## src/sv/eacl_pkg.sv

```systemverilog
// Shared types, codes and constants for the echo acknowledge command link.
`default_nettype none

package eacl_pkg;

	localparam int unsigned PayloadDepthDef = 16;
	localparam logic [7:0] EchoKey = 8'd85;
	localparam logic [7:0] CmdHigh = 8'd128;
	localparam logic [7:0] CmdMask = 8'd127;
	localparam logic [15:0] TimeoutReset = 16'd50;

	localparam logic [2:0] KindRxByte   = 3'd0;
	localparam logic [2:0] KindTick     = 3'd1;
	localparam logic [2:0] KindLoad     = 3'd2;
	localparam logic [2:0] KindSendData = 3'd3;
	localparam logic [2:0] KindSendCmd  = 3'd4;
	localparam logic [2:0] KindReply    = 3'd5;

	localparam logic [2:0] EvNone      = 3'd0;
	localparam logic [2:0] EvDataByte  = 3'd1;
	localparam logic [2:0] EvEmptyMsg  = 3'd2;
	localparam logic [2:0] EvDataReq   = 3'd3;
	localparam logic [2:0] EvSendDone  = 3'd4;
	localparam logic [2:0] EvTimeout   = 3'd5;
	localparam logic [2:0] EvEchoError = 3'd6;

	typedef enum logic [2:0] {
		PH_IDLE,
		PH_RX_LEN,
		PH_RX_DATA,
		PH_AWAIT_REPLY,
		PH_CMD_ECHO_SEND,
		PH_CMD_ECHO_RECV,
		PH_BODY_ECHO
	} eacl_phase_t;

	typedef struct packed {
		logic [2:0] kind;
		logic [7:0] value;
		logic [3:0] index;
		logic [4:0] length;
	} eacl_item_t;

	typedef struct packed {
		logic       tx_valid;
		logic [7:0] tx_byte;
		logic [2:0] event_res;
		logic [7:0] cmd;
		logic [7:0] data_out;
		logic [7:0] position;
		logic       last;
	} eacl_res_t;

endpackage

`default_nettype wire

```

## src/sv/echo_ack_command_link.sv

```systemverilog
// Top level of the echo acknowledge command link.
`default_nettype none

// Every item (received byte, tick, payload load, send or reply) yields exactly one result.
// An item is registered on acceptance, decoded against the link state while it is held in that
// register, and its result is held in an output register, which keeps it while the result side
// stalls; one item is taken every cycle while the result side does not stall, and throughput
// is set only by the result side's stall. The timeout register is written
// through the cfg channel, which is always ready, and should be written only while the
// link is idle.
module echo_ack_command_link #(
	parameter int unsigned PAYLOAD_DEPTH = eacl_pkg::PayloadDepthDef
) (
	input  wire                  clk,
	input  wire                  arst_n,
	input  wire                  item_valid,
	output logic                 item_stall,
	input  eacl_pkg::eacl_item_t item,
	output logic                 res_valid,
	input  wire                  res_stall,
	output eacl_pkg::eacl_res_t  res,
	input  wire                  cfg_valid,
	output logic                 cfg_ready,
	input  wire [15:0]           cfg_data
);
	import eacl_pkg::*;

	eacl_item_t  item_s1;
	logic        valid_s1;
	eacl_res_t   res_d;
	eacl_res_t   res_q;
	logic        res_valid_q;
	logic [15:0] timeout_q;
	logic        advance;
	logic        accept;

	assign advance    = valid_s1 && !(res_valid_q && res_stall);
	assign item_stall = valid_s1 && !advance;
	assign accept     = item_valid && !item_stall;
	assign cfg_ready  = 1'b1;
	assign res_valid  = res_valid_q;
	assign res        = res_q;

	eacl_fsm #(
		.PAYLOAD_DEPTH(PAYLOAD_DEPTH)
	) u_fsm (
		.clk          (clk),
		.arst_n       (arst_n),
		.step         (advance),
		.item         (item_s1),
		.timeout_ticks(timeout_q),
		.res          (res_d)
	);

	always_ff @(posedge clk or negedge arst_n) begin
		if (!arst_n) begin
			valid_s1    <= 1'b0;
			res_valid_q <= 1'b0;
			timeout_q   <= TimeoutReset;
		end else begin
			if (accept) begin
				valid_s1 <= 1'b1;
			end else if (advance) begin
				valid_s1 <= 1'b0;
			end
			if (advance) begin
				res_valid_q <= 1'b1;
			end else if (!res_stall) begin
				res_valid_q <= 1'b0;
			end
			if (cfg_valid && cfg_ready) begin
				timeout_q <= cfg_data;
			end
		end
	end

	always_ff @(posedge clk) begin
		if (accept) begin
			item_s1 <= item;
		end
		if (advance) begin
			res_q <= res_d;
		end
	end

endmodule

`default_nettype wire

```

## src/sv/eacl_fsm.sv

```systemverilog
// Link state machine, payload buffer and per-item result logic.
`default_nettype none

module eacl_fsm #(
	parameter int unsigned PAYLOAD_DEPTH = eacl_pkg::PayloadDepthDef
) (
	input  wire                  clk,
	input  wire                  arst_n,
	input  wire                  step,
	input  eacl_pkg::eacl_item_t item,
	input  wire [15:0]           timeout_ticks,
	output eacl_pkg::eacl_res_t  res
);
	import eacl_pkg::*;

	localparam int unsigned StoreDepth = (PAYLOAD_DEPTH < 16) ? PAYLOAD_DEPTH : 16;
	localparam int unsigned AW = (StoreDepth > 1) ? $clog2(StoreDepth) : 1;
	localparam logic [7:0] DepthB = 8'(PAYLOAD_DEPTH);
	localparam logic [7:0] StoreB = 8'(StoreDepth);

	eacl_phase_t phase_q, phase_d;
	logic [7:0]  cur_cmd_q, cur_cmd_d;
	logic [7:0]  msg_len_q, msg_len_d;
	logic [7:0]  byte_cnt_q, byte_cnt_d;
	logic [7:0]  exp_echo_q, exp_echo_d;
	logic [15:0] wait_q, wait_d;
	logic [7:0]  store_q [StoreDepth];

	logic        is_rx, is_tick, is_load, is_send_data, is_send_cmd, is_reply;
	logic        echo_ok, more, fin, tmo;
	logic [15:0] limit, wait_inc;
	logic [7:0]  clamp_len, rd_byte, cmd_hi;

	assign is_rx        = item.kind == KindRxByte;
	assign is_tick      = item.kind == KindTick;
	assign is_load      = item.kind == KindLoad;
	assign is_send_data = item.kind == KindSendData;
	assign is_send_cmd  = item.kind == KindSendCmd;
	assign is_reply     = item.kind == KindReply;

	assign echo_ok   = item.value == exp_echo_q;
	assign more      = (byte_cnt_q < msg_len_q) && (byte_cnt_q < DepthB);
	assign fin       = 8'(byte_cnt_q + 8'd1) == msg_len_q;
	assign limit     = (timeout_ticks == 16'd0) ? 16'd1 : timeout_ticks;
	assign wait_inc  = (wait_q == 16'hFFFF) ? wait_q : 16'(wait_q + 16'd1);
	assign tmo       = wait_inc >= limit;
	assign clamp_len = ({3'd0, item.length} > DepthB) ? DepthB : {3'd0, item.length};
	assign rd_byte   = (byte_cnt_q < StoreB) ? store_q[byte_cnt_q[AW-1:0]] : 8'd0;
	assign cmd_hi    = 8'(item.value + CmdHigh);

	always_comb begin
		phase_d = phase_q;
		unique case (phase_q)
			PH_IDLE: begin
				if (is_rx) begin
					phase_d = (item.value >= CmdHigh) ? PH_RX_LEN : PH_AWAIT_REPLY;
				end else if (is_send_data) begin
					phase_d = PH_CMD_ECHO_SEND;
				end else if (is_send_cmd) begin
					phase_d = PH_CMD_ECHO_RECV;
				end
			end
			PH_RX_LEN: begin
				if (is_rx) begin
					phase_d = (item.value == 8'd0) ? PH_IDLE : PH_RX_DATA;
				end else if (is_tick && tmo) begin
					phase_d = PH_IDLE;
				end
			end
			PH_RX_DATA: begin
				if (is_rx && fin) begin
					phase_d = PH_IDLE;
				end else if (is_tick && tmo) begin
					phase_d = PH_IDLE;
				end
			end
			PH_AWAIT_REPLY: begin
				if (is_reply) begin
					phase_d = PH_BODY_ECHO;
				end
			end
			PH_CMD_ECHO_SEND: begin
				if (is_rx) begin
					phase_d = echo_ok ? PH_BODY_ECHO : PH_IDLE;
				end else if (is_tick && tmo) begin
					phase_d = PH_IDLE;
				end
			end
			PH_CMD_ECHO_RECV: begin
				if (is_rx) begin
					phase_d = echo_ok ? PH_RX_LEN : PH_IDLE;
				end else if (is_tick && tmo) begin
					phase_d = PH_IDLE;
				end
			end
			PH_BODY_ECHO: begin
				if (is_rx) begin
					phase_d = (echo_ok && more) ? PH_BODY_ECHO : PH_IDLE;
				end else if (is_tick && tmo) begin
					phase_d = PH_IDLE;
				end
			end
			default: phase_d = PH_IDLE;
		endcase
	end

	always_comb begin
		cur_cmd_d  = cur_cmd_q;
		msg_len_d  = msg_len_q;
		byte_cnt_d = byte_cnt_q;
		exp_echo_d = exp_echo_q;
		wait_d     = wait_q;
		res        = '0;
		if (is_tick && phase_q != PH_IDLE && phase_q != PH_AWAIT_REPLY) begin
			wait_d = wait_inc;
			if (tmo) begin
				res.event_res = EvTimeout;
			end
		end
		unique case (phase_q)
			PH_IDLE: begin
				if (is_rx) begin
					res.tx_valid = 1'b1;
					res.tx_byte  = item.value ^ EchoKey;
					wait_d       = '0;
					if (item.value >= CmdHigh) begin
						cur_cmd_d = item.value;
					end else begin
						cur_cmd_d     = item.value & CmdMask;
						res.event_res = EvDataReq;
					end
				end else if (is_send_data || is_send_cmd) begin
					cur_cmd_d    = is_send_data ? cmd_hi : item.value;
					res.tx_valid = 1'b1;
					res.tx_byte  = cur_cmd_d;
					exp_echo_d   = cur_cmd_d ^ EchoKey;
					wait_d       = '0;
					if (is_send_data) begin
						msg_len_d  = clamp_len;
						byte_cnt_d = '0;
					end
				end
			end
			PH_RX_LEN: begin
				if (is_rx) begin
					res.tx_valid = 1'b1;
					res.tx_byte  = item.value ^ EchoKey;
					wait_d       = '0;
					msg_len_d    = item.value;
					byte_cnt_d   = '0;
					if (item.value == 8'd0) begin
						res.event_res = EvEmptyMsg;
					end
				end
			end
			PH_RX_DATA: begin
				if (is_rx) begin
					res.tx_valid  = 1'b1;
					res.tx_byte   = item.value ^ EchoKey;
					wait_d        = '0;
					res.event_res = EvDataByte;
					res.data_out  = item.value;
					res.position  = byte_cnt_q;
					res.last      = fin;
					byte_cnt_d    = 8'(byte_cnt_q + 8'd1);
				end
			end
			PH_AWAIT_REPLY: begin
				if (is_reply) begin
					msg_len_d    = clamp_len;
					byte_cnt_d   = '0;
					res.tx_valid = 1'b1;
					res.tx_byte  = clamp_len;
					exp_echo_d   = clamp_len ^ EchoKey;
					wait_d       = '0;
				end
			end
			PH_CMD_ECHO_SEND, PH_CMD_ECHO_RECV, PH_BODY_ECHO: begin
				if (is_rx) begin
					if (!echo_ok) begin
						res.event_res = EvEchoError;
					end else if (phase_q == PH_CMD_ECHO_RECV) begin
						wait_d = '0;
					end else if (phase_q == PH_CMD_ECHO_SEND) begin
						byte_cnt_d   = '0;
						res.tx_valid = 1'b1;
						res.tx_byte  = msg_len_q;
						exp_echo_d   = msg_len_q ^ EchoKey;
						wait_d       = '0;
					end else if (more) begin
						byte_cnt_d   = 8'(byte_cnt_q + 8'd1);
						res.tx_valid = 1'b1;
						res.tx_byte  = rd_byte;
						exp_echo_d   = rd_byte ^ EchoKey;
						wait_d       = '0;
					end else begin
						res.event_res = EvSendDone;
					end
				end
			end
			default: res = '0;
		endcase
		res.cmd = cur_cmd_d;
	end

	always_ff @(posedge clk or negedge arst_n) begin
		if (!arst_n) begin
			phase_q    <= PH_IDLE;
			cur_cmd_q  <= '0;
			msg_len_q  <= '0;
			byte_cnt_q <= '0;
			exp_echo_q <= '0;
			wait_q     <= '0;
		end else if (step) begin
			phase_q    <= phase_d;
			cur_cmd_q  <= cur_cmd_d;
			msg_len_q  <= msg_len_d;
			byte_cnt_q <= byte_cnt_d;
			exp_echo_q <= exp_echo_d;
			wait_q     <= wait_d;
		end
	end

	always_ff @(posedge clk) begin
		if (step && is_load && {4'd0, item.index} < StoreB) begin
			store_q[item.index[AW-1:0]] <= item.value;
		end
	end

endmodule

`default_nettype wire

```

## config.mk

```make
export PLATFORM = sky130hd
export DESIGN_NAME = echo_ack_command_link
export DESIGN_NICKNAME = d
export VERILOG_FILES = /design/src/sv/eacl_pkg.sv /design/src/sv/echo_ack_command_link.sv /design/src/sv/eacl_fsm.sv
export SDC_FILE = /design/constraint.sdc
export NUM_CORES = 1
export LEC_CHECK = 0
export ABC_AREA = 1
export BUFFER_PORTS_ARGS = -buffer_cell sky130_fd_sc_hd__clkbuf_2
export CORE_MARGIN = 1.5
export CORE_UTILIZATION = 55
export CTS_CLUSTER_SIZE = 14
export DETAILED_ROUTE_END_ITERATION = 10
export PLACE_DENSITY = 0.76
export REMOVE_ABC_BUFFERS = 1
export SLEW_MARGIN = 40
export SYNTH_ARGS = -nofsm -noshare
export SYNTH_HDL_FRONTEND = slang
export SYNTH_SLANG_ARGS = --single-unit
```

## constraint.sdc

```tcl
create_clock -name clk -period 2.45 [get_ports clk]
set_input_delay 0 -clock clk [delete_from_list [all_inputs] [get_ports clk]]
set_output_delay 0 -clock clk [all_outputs]
set_load 0.03 [all_outputs]
```

==> run_results.csv, run 1 <==
group,metric,value,unit
status,status,"finished, violations left",
status,violations,"setup timing",
worst_setup_path,startpoint_type,"flop",
synth,ys_seq_elements,254,
drt,vias,10300,
drt,drt_pass1_iterations,7,
timing,drv_slew,0,
drt,drc,0,
timing,setup_viol,5,
synth,synth_warnings,0,
cells_and_area,layout.cells.non_filler,1827,
worst_setup_path,reg2reg_setup_slack,-380,ps
floorplan,rows,55,
timing,setup_slack,-376,ps
placed_design,port_buffers,79,
clock_network,cts_tree,"done",
placed_design,place_inst,1728,
worst_setup_path,cpMostUsedCell,"nand2_2",
global_routing,grt_pass1_vias,10100,
cells_and_area,area_growth,23.2,%
cells_and_area,fillCellCount,1647,
floorplan,io_pins,81,
power_and_ir_drop,vdd_drop_max,650,uV
timing,hold_violations,0,
power_and_ir_drop,p_per_area,935,nW/um2
timing,holdWs,9.83,ps
worst_setup_path,startpoint,"u_fsm.wait_q[1]",
worst_setup_path,reg2regPathDepth,18,
floorplan,start_util,0.557,
worst_setup_path,arrival,3110,ps
job,drv_cap,0,
clock_network,clock_latency,540,ps
synth,synth_top_area_frac,0.443,
floorplan,die_x,154,um
cells_and_area,nNetsFinal,1589,
cells_and_area,antenna_cells,0,
synth,yosysTopAreaCell,"edfxtp_1",
worst_setup_path,cp-end-kind,"flop",
timing,clock.fmax,0.354,GHz
floorplan,coreArea,22500,um2
cells_and_area,drive_above_1_share,0.211,
worst_setup_path,cp_max_fo,5,
clock_network,clkTransAtPathRegs,60,ps
synth,yosys.cell_types.count,50,
clock_network,htreeDepth,1,
floorplan,die_height,154,um
clock_network,clockRootBuffer,"clkbuf_16",
timing,fin_crit,2830,ps
worst_setup_path,r2r_start,"u_fsm.wait_q[1]",
worst_setup_path,max_stage_delay,370,ps
worst_setup_path,critPathRequiredTime,2730,ps
synth,syn_inst,1308,
timing,maxSlewHeadroom,0.475,
clock_network,cts_sinks,254,
placed_design,dp_hpwl,21600,um
global_routing,antenna_found_initial,0,
cells_and_area,regArea,7290,um2
placed_design,gp_congestion,0.971,
timing,timing.final.crit_share,1.15,
worst_setup_path,crit_buf_inv,4,
synth,synth_area,12500,um2
hold_path,hold_class,"input port to asynchronous set/reset pin",
worst_setup_path,critPathKind,"flop to flop",
synth,seq_area_frac_synth,0.581,
drt,routed_wirelength,32900,um
floorplan,dieArea,23700,um2
clock_network,cts_inserted_buffers,26,
global_routing,grt_pass1_wl,52300,um
synth,synthTopCellsByArea,"edfxtp_1 (44%), dfrtp_1 (13%), nand2_1 (9.2%)",
worst_setup_path,crit_path_cell_trace,"ha_2, nand2_2, nor2_4, nand2_2, nor2_4, inv_4, buf_4, buf_4, nand2_1, ha_4, a21oi_1, o21ai_1, a21oi_2, nand3_2, nand2_2, inv_2, o21ai_1, nand4_1",
worst_setup_path,cp.depth,18,
synth,syn_area_per_cell,9.59,um2
global_routing,grt.overflow.total,0,
drt,wl_per_cell,18.0,um
global_routing,grt_usage,0.281,
global_routing,grt_max_degree,70,
drt,drtIter0Drc,1145,
drt,viasPerCell,5.66,
worst_setup_path,crit_slowest_cell,"dfrtp_1",
timing,skew,17.2,ps
timing,rsz0062_at_grt,"true",
drt,antenna_left,0,
power_and_ir_drop,leakage,6.51,nW
cells_and_area,multi_input_area,4760,um2
worst_setup_path,regToRegEndpoint,"res[25]",
timing,max_slew.worst_pin.slew,788,ps
worst_setup_path,crit_family,"simple AND/OR/NAND/NOR gates",
clock_network,cts_buffer_depth,3,
## state kept, by name (all words and copies together), names as in the netlist
register and flops:
u_fsm.byte_cnt_q 8, timeout_q 16, u_fsm.store_q 128, u_fsm.exp_echo_q 8, res_valid 1, u_fsm.wait_q 16, u_fsm.cur_cmd_q 8, item_s1 20
u_fsm.msg_len_q 8, res 37, u_fsm.phase_q 3, valid_s1 1
## Yosys cell counts, drive strengths merged
cell type,count
clkinv,4
o21a,2
o221ai,18
o211ai,23
o31ai,1
a221oi,1
inv,126
o41ai,2
nand3b,8
conb,1
nand3,69
a31oi,4
nor2,170
nand2,315
edfxtp,185
nor3,19
nand4,21
o21ai,131
nor4,2
a2111oi,1
o21bai,1
a21oi,31
buf,23
o22ai,8
dfrtp,66
dfstp,3
xor2,21
clkbuf,21
ha,26
a22oi,3
xnor2,2
## worst reg2reg max path: cells and delay by family, from the launching register on
kind,cells,cell delay [ps]
AND/OR/NAND/NOR,8,910
buffers and inverters,4,370
flip-flops,1,370
adder cells (fa/ha/maj),2,410
AO/OA/AOI/OAI,4,510
## timing repair
item	4_1_cts	5_1_grt
pin swaps	9	19
gates resized for setup	25	24
hold buffers	42	0
buffers inserted	3	6
setup endpoints to repair	5	7
hold endpoints to repair	107	0
## report_power, final
group	leakage (nW)	total [mW]	switching, mW	internal, mW
registers	2.60	5.45	0.323	5.12
logic	3.50	5.03	3.25	1.78
clock network	0.415	3.96	1.64	2.32
## through the flow
step	total power, mW	utilization	TNS (ps)	worst slack (ps)	area, um2
floorplan	8.52	-	-337250	-2330	12300
global placement	10.1	0.616	-1770	-441	13900
detailed placement	10.2	0.616	-2140	-521	13900
CTS	14.3	0.678	-1080	-292	15300
global route	15.2	0.686	-2310	-544	15400
finish	14.4	0.686	-1390	-376	15400
## area by class of cell
cell class,instances,area share
multi-input cells,880,0.308
well taps,285,0.0231
repair buffers,230,0.109
inverters,130,0.0319
clock inverters,16,0.0119
flip-flops and latches,254,0.472
clock buffers,32,0.0442
## routing by layer
layer,up-vias,share of wire,track usage
li1,4904,-,-
met1,4898,0.43,0.386
met2,466,0.47,0.464
met3,77,0.073,0.0395
met4,0,0.028,0.0906
met5,-,0,0
## cells by family (layout without fill, tap and decap cells)
group	count (synthesis)	after routing	synth area share
buf+inv	174	408	0.0572
fa+ha+maj	26	26	0.0259
flops	254	254	0.581
xor+xnor	23	23	0.0161
compound gates	226	226	0.106
other cells	1	1	0.000299
simple gates	604	604	0.213
## worst max-delay path by stage
stage | end | slack [ps]
floorplan | u_fsm.store_q[7][0] | -2330
global placement | res[25] | -440
detailed placement | res[25] | -520
CTS | res[25] | -290
global route | res[25] | -540
finish | res[25] | -380
## layout by cell type (no fill, tap or decap), types with 5 or more instances in the layout
cell type        n
nor2_2           8
nand3_1         64
nor2_1         149
o221ai_1        18
o21ai_1         20
nand3b_1         7
a21oi_2         10
inv_2           17
clkbuf_1         5
ha_1            19
o211ai_1        23
edfxtp_1       185
clkinv_2         6
dfrtp_1         65
nor3_1          14
xor2_1          20
nand4_1         21
clkbuf_16       26
o22ai_1          8
buf_4          105
dlygate4sd3_1   42
inv_1          107
nor2_4          11
ha_4             6
nand2_1        298
nand2_2         13
o21ai_0        111
clkbuf_2        78
a21oi_1         21
Note: power is estimated with default switching activity, not from simulation.
==> inputs of run 2 (changes only) <==
- MAX_ROUTING_LAYER: not set -> met4
==> run_results.csv, run 2 (same netlist as run 1, synthesis figures left out) <==
group,metric,value,unit
timing,rsz0062_at_grt,"true",
status,status,"finished, violations left",
hold_path,hold_class,"input port to asynchronous set/reset pin",
placed_design,pre_cts_ws,-473,ps
worst_setup_path,arrival,3110,ps
placed_design,dp_hpwl,22000,um
power_and_ir_drop,leakage,6.53,nW
clock_network,cts_sinks,254,
cells_and_area,design_area,15400,um2
cells_and_area,layout.cells.non_filler,1826,
cells_and_area,final_common_cell,"nand2_1",
power_and_ir_drop,vdd_drop_max,627,uV
worst_setup_path,cp-end-kind,"flop",
drt,routed_wirelength,33500,um
cells_and_area,utilization,0.685,
clock_network,htreeDepth,1,
floorplan,start_util,0.557,
timing,hold_violations,0,
placed_design,place_area,13900,um2
worst_setup_path,critPathKind,"flop to flop",
clock_network,cts_buffer_depth,3,
global_routing,grt_pass1_vias,10000,
timing,fin_crit,2810,ps
placed_design,place_inst,1727,
floorplan,die_x,154,um
global_routing,antenna_found_initial,0,
global_routing,grt_pass1_wl,52900,um
drt,vias,10500,
cells_and_area,fillCellCount,1668,
clock_network,clkTransAtPathRegs,60,ps
drt,drc,0,
worst_setup_path,reg2reg_setup_slack,-360,ps
global_routing,grtUsageMet3,0.0321,
clock_network,clockRootBuffer,"clkbuf_16",
global_routing,use_met2,0.470,
timing,setup_slack,-360,ps
drt,antenna_left,0,
worst_setup_path,critPathRequiredTime,2750,ps
clock_network,cts_inserted_buffers,26,
timing,maxSlewHeadroom,0.458,
placed_design,gp_congestion,0.980,
clock_network,clock_latency,560,ps
power_and_ir_drop,p_per_area,936,nW/um2
floorplan,dieArea,23700,um2
worst_setup_path,startpoint_type,"flop",
worst_setup_path,cp_max_fo,3,
drt,viasPerCell,5.76,
global_routing,grt.overflow.total,0,
global_routing,grt_usage,0.294,
placed_design,port_buffers,79,
timing,setup_viol,5,
cells_and_area,nNetsFinal,1589,
cells_and_area,area_growth,23.0,%
floorplan,rows,55,
timing,max_slew.worst_pin.slew,812,ps
timing,timing.final.crit_share,1.15,
drt,wl_per_cell,18.3,um
floorplan,coreArea,22500,um2
cells_and_area,final_cell_mix,"nand2_1 (301), edfxtp_1 (185), nor2_1 (151)",
floorplan,io_pins,81,
floorplan,die_height,154,um
clock_network,cts_tree,"done",
cells_and_area,largest_reg_flops,128,
global_routing,grt.busiest_layer,"met2",
worst_setup_path,regToRegEndpoint,"res[27]",
drt,drtIter0Drc,1283,
cells_and_area,antenna_cells,0,
timing,skew,18.6,ps
worst_setup_path,reg2regPathDepth,16,
global_routing,grt_max_degree,72,
cells_and_area,drive_above_1_share,0.199,
timing,clock.fmax,0.356,GHz
global_routing,met1_usage,0.397,
worst_setup_path,r2r_start,"u_fsm.wait_q[1]",
timing,drv_slew,0,
drt,drt_pass1_iterations,6,
status,violations,"setup timing",
job,drv_cap,0,
[run 2: cell types whose count changed in the layout (fill, tap and decap cells not counted), moves of 3 or more]
cell	before	now
clkbuf_1	5	2
dlygate4sd3_1	42	49
nand2_1	298	301
a21oi_1	21	26
nand2_2	13	9
clkbuf_16	26	29
ha_4	6	1
a21oi_2	10	5
buf_4	105	98
ha_1	19	24
[run 2: where the power goes]
group | internal (mW) | switching, mW | leakage (nW) | total [mW]
sequential | 5.12 | 0.337 | 2.60 | 5.46
clock | 2.34 | 1.69 | 0.434 | 4.03
combinational | 1.72 | 3.23 | 3.50 | 4.95
[run 2: worst max-delay path by stage]
stage / endpoint / depth (start not counted) / start / slack [ps]
global placement: res[25] / 19 / u_fsm.wait_q[0] / -440
finish: res[27] / 16 / u_fsm.wait_q[1] / -360
CTS: res[27] / 19 / u_fsm.wait_q[1] / -290
floorplan: u_fsm.store_q[7][0] / 7 / res_valid / -2330
global route: res[25] / 18 / u_fsm.wait_q[1] / -580
detailed placement: res[25] / 19 / u_fsm.wait_q[0] / -470
[run 2: metrics by stage]
step                setup TNS (ps)  hold WS, ps  power [mW]
CTS                          -1080         3.69        14.3
global placement             -1830         58.1        10.1
global route                 -2530         66.9        15.2
detailed placement           -2000         58.1        10.2
floorplan                  -337250         -296        8.52
finish                       -1380         29.1        14.4
[run 2: timing repair]
action,CTS,global route
pin swaps,14,11
setup buffers,2,1
cloned,0,0
hold endpoints to repair,105,0
hold buffers,49,0
resized for setup,21,18
endpoints found under the setup margin,5,25
[run 2: metal layers]
| metal | up-vias | wire [um] |
|---|---|---|
| met5 | - | 0 |
| met2 | 505 | 15900 |
| met4 | 0 | 996 |
| met3 | 88 | 2720 |
| li1 | 4902 | - |
| met1 | 5022 | 13900 |
[run 2: final cells by class]
type | instances | area [um2] | share of cell area
sequential | 254 | 7290 | 0.473
multi-input combinational | 880 | 4690 | 0.304
timing repair buffer | 230 | 1700 | 0.110
clock buffer | 34 | 774 | 0.0502
inverter | 130 | 490 | 0.0318
tap | 285 | 357 | 0.0231
clock inverter | 13 | 120 | 0.00779
[run 2: critical path, cell delays in order (launching register included)]
cell and delay (ps):
dfrtp_1 350, buf_4 120, nand2_1 80, nor2_2 150
buf_4 130, nand3b_1 120, xor2_1 270, nand2_1 90
ha_1 300, a21oi_1 140, o21ai_1 90, a21oi_2 210
nand3_4 130, nand2_2 120, a21oi_2 40, o22ai_1 170
inv_1 60
==> inputs of run 3 (changes only) <==
- CORE_ASPECT_RATIO: not set -> 1.1
- PLACE_DENSITY: 0.76 -> 0.84
- SYNTH_HIERARCHICAL: not set -> 1
==> run_results.csv, run 3 <==
group,metric,value,unit
timing,clock.fmax,0.323,GHz
drt,drt_pass1_iterations,5,
worst_setup_path,regToRegEndpoint,"u_fsm/phase_q[1]",
timing,fin_crit,3090,ps
job,drv_cap,0,
synth,synthSimpleGateAreaFrac,0.177,
floorplan,coreArea,22000,um2
timing,skew,17.8,ps
worst_setup_path,critPathKind,"flop to flop",
synth,syn_inst,1269,
clock_network,clock_latency,560,ps
synth,synthTopCellsByArea,"edfxtp_1 (45%), dfrtp_1 (13%), nand2_1 (8.4%)",
floorplan,start_util,0.558,
cells_and_area,layout.cells.non_filler,1803,
placed_design,pre_cts_ws,-577,ps
timing,timing.final.crit_share,1.26,
synth,syn_area_per_cell,9.68,um2
floorplan,die_x,146,um
drt,met2_length,16500,um
timing,hold_violations,0,
power_and_ir_drop,leakage,6.45,nW
drt,viasPerCell,5.68,
status,violations,"setup timing",
worst_setup_path,r2r_start,"u_fsm/wait_q[0]",
drt,drtIter0Drc,1033,
clock_network,cts_buffer_depth,3,
drt,drc,0,
synth,netlist_top_cells_count,"nand2_1 (275), edfxtp_1 (185), nor2_1 (136)",
clock_network,cts_sinks,254,
timing,drv_slew,0,
synth,yosysMostFrequentCell,"nand2_1",
power_and_ir_drop,totalPowerFinal,14.7,mW
cells_and_area,area_growth,23.4,%
worst_setup_path,reg2regPathDepth,21,
clock_network,clkTransAtPathRegs,60,ps
timing,holdWs,58.6,ps
global_routing,grt_pass1_wl,52000,um
hold_path,hold_class,"input port to asynchronous set/reset pin",
synth,yosys.cell_types.count,56,
cells_and_area,fillCellCount,1523,
worst_setup_path,reg2reg_setup_slack,-640,ps
drt,met1_length,12200,um
synth,post_synth_fa_ha_maj_area_fraction,0.0265,
cells_and_area,final_cell_mix,"nand2_1 (268), edfxtp_1 (185), nor2_1 (134)",
synth,ys_seq_elements,254,
clock_network,htreeDepth,1,
power_and_ir_drop,p_per_area,972,nW/um2
floorplan,io_pins,81,
synth,synth_ff_type,"edfxtp_1",
worst_setup_path,cpMostUsedCell,"nand2_2",
global_routing,grt_pass1_vias,10000,
status,status,"finished, violations left",
synth,synth-compound-area-share,0.121,
synth,synth_mux_area_frac,0.00570,
drt,highest_layer,"met4",
worst_setup_path,cp_max_fo,7,
power_and_ir_drop,vdd_drop_max,703,uV
synth,seq_area_frac_synth,0.593,
synth,synth_warnings,6,
cells_and_area,largest_reg_flops,128,
placed_design,gp_congestion,0.956,
cells_and_area,final_common_cell,"nand2_1",
floorplan,dieArea,23200,um2
global_routing,grt_max_degree,67,
floorplan,die_height,160,um
cells_and_area,antenna_cells,0,
synth,synth_top_area_frac,0.452,
timing,max_slew.worst_pin.slew,766,ps
cells_and_area,nNetsFinal,1555,
global_routing,grt_usage,0.295,
timing,maxSlewHeadroom,0.490,
global_routing,grt.overflow.total,0,
synth,yosysTopAreaCell,"edfxtp_1",
drt,wl_per_cell,18.5,um
synth,synthXorXnorAreaFrac,0.0135,
floorplan,rows,57,
worst_setup_path,critPathRequiredTime,2890,ps
drt,wl_met3,2780,um
timing,tns,-3040,ps
placed_design,port_buffers,79,
placed_design,dp_hpwl,22400,um
synth,synth_top_family_by_area,"simple AND/OR/NAND/NOR gates",
drt,routed_wirelength,33400,um
timing,setup_slack,-644,ps
synth,synth_edf_count,185,
worst_setup_path,arrival,3530,ps
worst_setup_path,max_stage_delay,390,ps
worst_setup_path,startpoint_type,"flop",
drt,antenna_left,0,
worst_setup_path,crit_path_cell_trace,"ha_2, nand2_2, nor2_4, nand2_2, nor2_4, nand4_4, inv_2, nor2_1, xor2_1, ha_1, nand4_1, nor3_4, nand3_2, nand3_4, nand2_4, nand2_2, nor2_1, nor3_1, nand3_1, nand2_1, nand2_1",
worst_setup_path,cp-end-kind,"flop",
worst_setup_path,crit_slowest_cell,"dfrtp_1",
clock_network,cts_inserted_buffers,27,
clock_network,cts_tree,"done",
placed_design,place_inst,1703,
global_routing,antenna_found_initial,0,
synth,synth_area,12300,um2
clock_network,clockRootBuffer,"clkbuf_16",
timing,setup_viol,5,
timing,rsz0062_at_grt,"true",
synth,ys_async_sr_fraction,0.272,
drt,vias,10200,
cells_and_area,drive_above_1_share,0.200,
==> run 3: cell count changes after synthesis, sizes merged, moves of 7 or more <==
| cell | delta |
|---|---|
| nand3b | -7 |
| nand2 | -34 |
| xor2 | -7 |
| clkbuf | -9 |
| inv | +16 |
| buf | +9 |
| nand3 | -11 |
| mux2i | +7 |
| nor2 | -26 |
| o21ai | +15 |
| nor3 | -11 |
| o221ai | -15 |
| o22ai | +18 |
| a21oi | +7 |
==> run 3: through the flow <==
step,instance area [um2],utilization
final,15200,0.688
after global routing,15200,0.688
after CTS,15000,0.682
after detailed placement,13600,0.619
after global placement,13600,0.619
after floorplan,12000,-
==> run 3: cells by family after synthesis <==
logic type | Yosys count
AOI/OAI and AO/OA | 257
xor gates and xnor gates | 19
adders and majority gates | 26
buffers and inverters | 187
DFF | 254
muxes | 7
other | 1
and+or+nand+nor | 518
==> run 3: worst max-delay path by stage <==
| stage | start | end | depth (start not counted) |
|---|---|---|---|
| after floorplan | res_valid | u_fsm/store_q[11][0] | 5 |
| final | u_fsm/wait_q[0] | u_fsm/phase_q[1] | 21 |
| after global routing | u_fsm/wait_q[0] | u_fsm/phase_q[1] | 20 |
| after detailed placement | u_fsm/wait_q[1] | u_fsm/phase_q[2] | 20 |
| after CTS | u_fsm/wait_q[0] | u_fsm/phase_q[2] | 23 |
| after global placement | u_fsm/wait_q[0] | u_fsm/phase_q[1] | 20 |
==> run 3: timing repair <==
item / in CTS / in global routing
setup endpoints to repair: 5 / 30
gates resized for setup: 15 / 23
endpoints found under the hold margin: 107 / 0
pin swaps: 9 / 10
hold buffers: 44 / 0
setup buffers: 3 / 4
==> run 3: cell type report <==
| class | instances | area, um2 | share of cell area |
|---|---|---|---|
| Timing Repair Buffer | 234 | 1720 | 0.114 |
| Clock buffer | 30 | 697 | 0.0460 |
| Inverter | 143 | 537 | 0.0354 |
| Multi-Input combinational cell | 828 | 4380 | 0.289 |
| Sequential cell | 254 | 7290 | 0.481 |
| Clock inverter | 19 | 171 | 0.0113 |
| Tap cell | 295 | 369 | 0.0243 |
==> run 3: metal layers <==
layer  track usage  vias to the layer above
met2         0.493                      508
met3        0.0546                      120
li1              -                     4762
met4         0.155                        0
met5             -                        -
met1         0.341                     4845
==> run 3: where the power goes <==
part | switching [mW] | leakage [nW] | internal, mW
Sequential | 0.325 | 2.60 | 5.11
Combinational | 3.48 | 3.43 | 1.82
Clock | 1.72 | 0.427 | 2.28
==> run 3: worst max-delay path, delay by kind of cell (launching register included) <==
family	cells	cell delay [ps]
XOR/XNOR	1	170
buffers and inverters	1	100
flip-flops	1	390
AND/OR/NAND/NOR	17	1790
adder cells (fa/ha/maj)	2	530
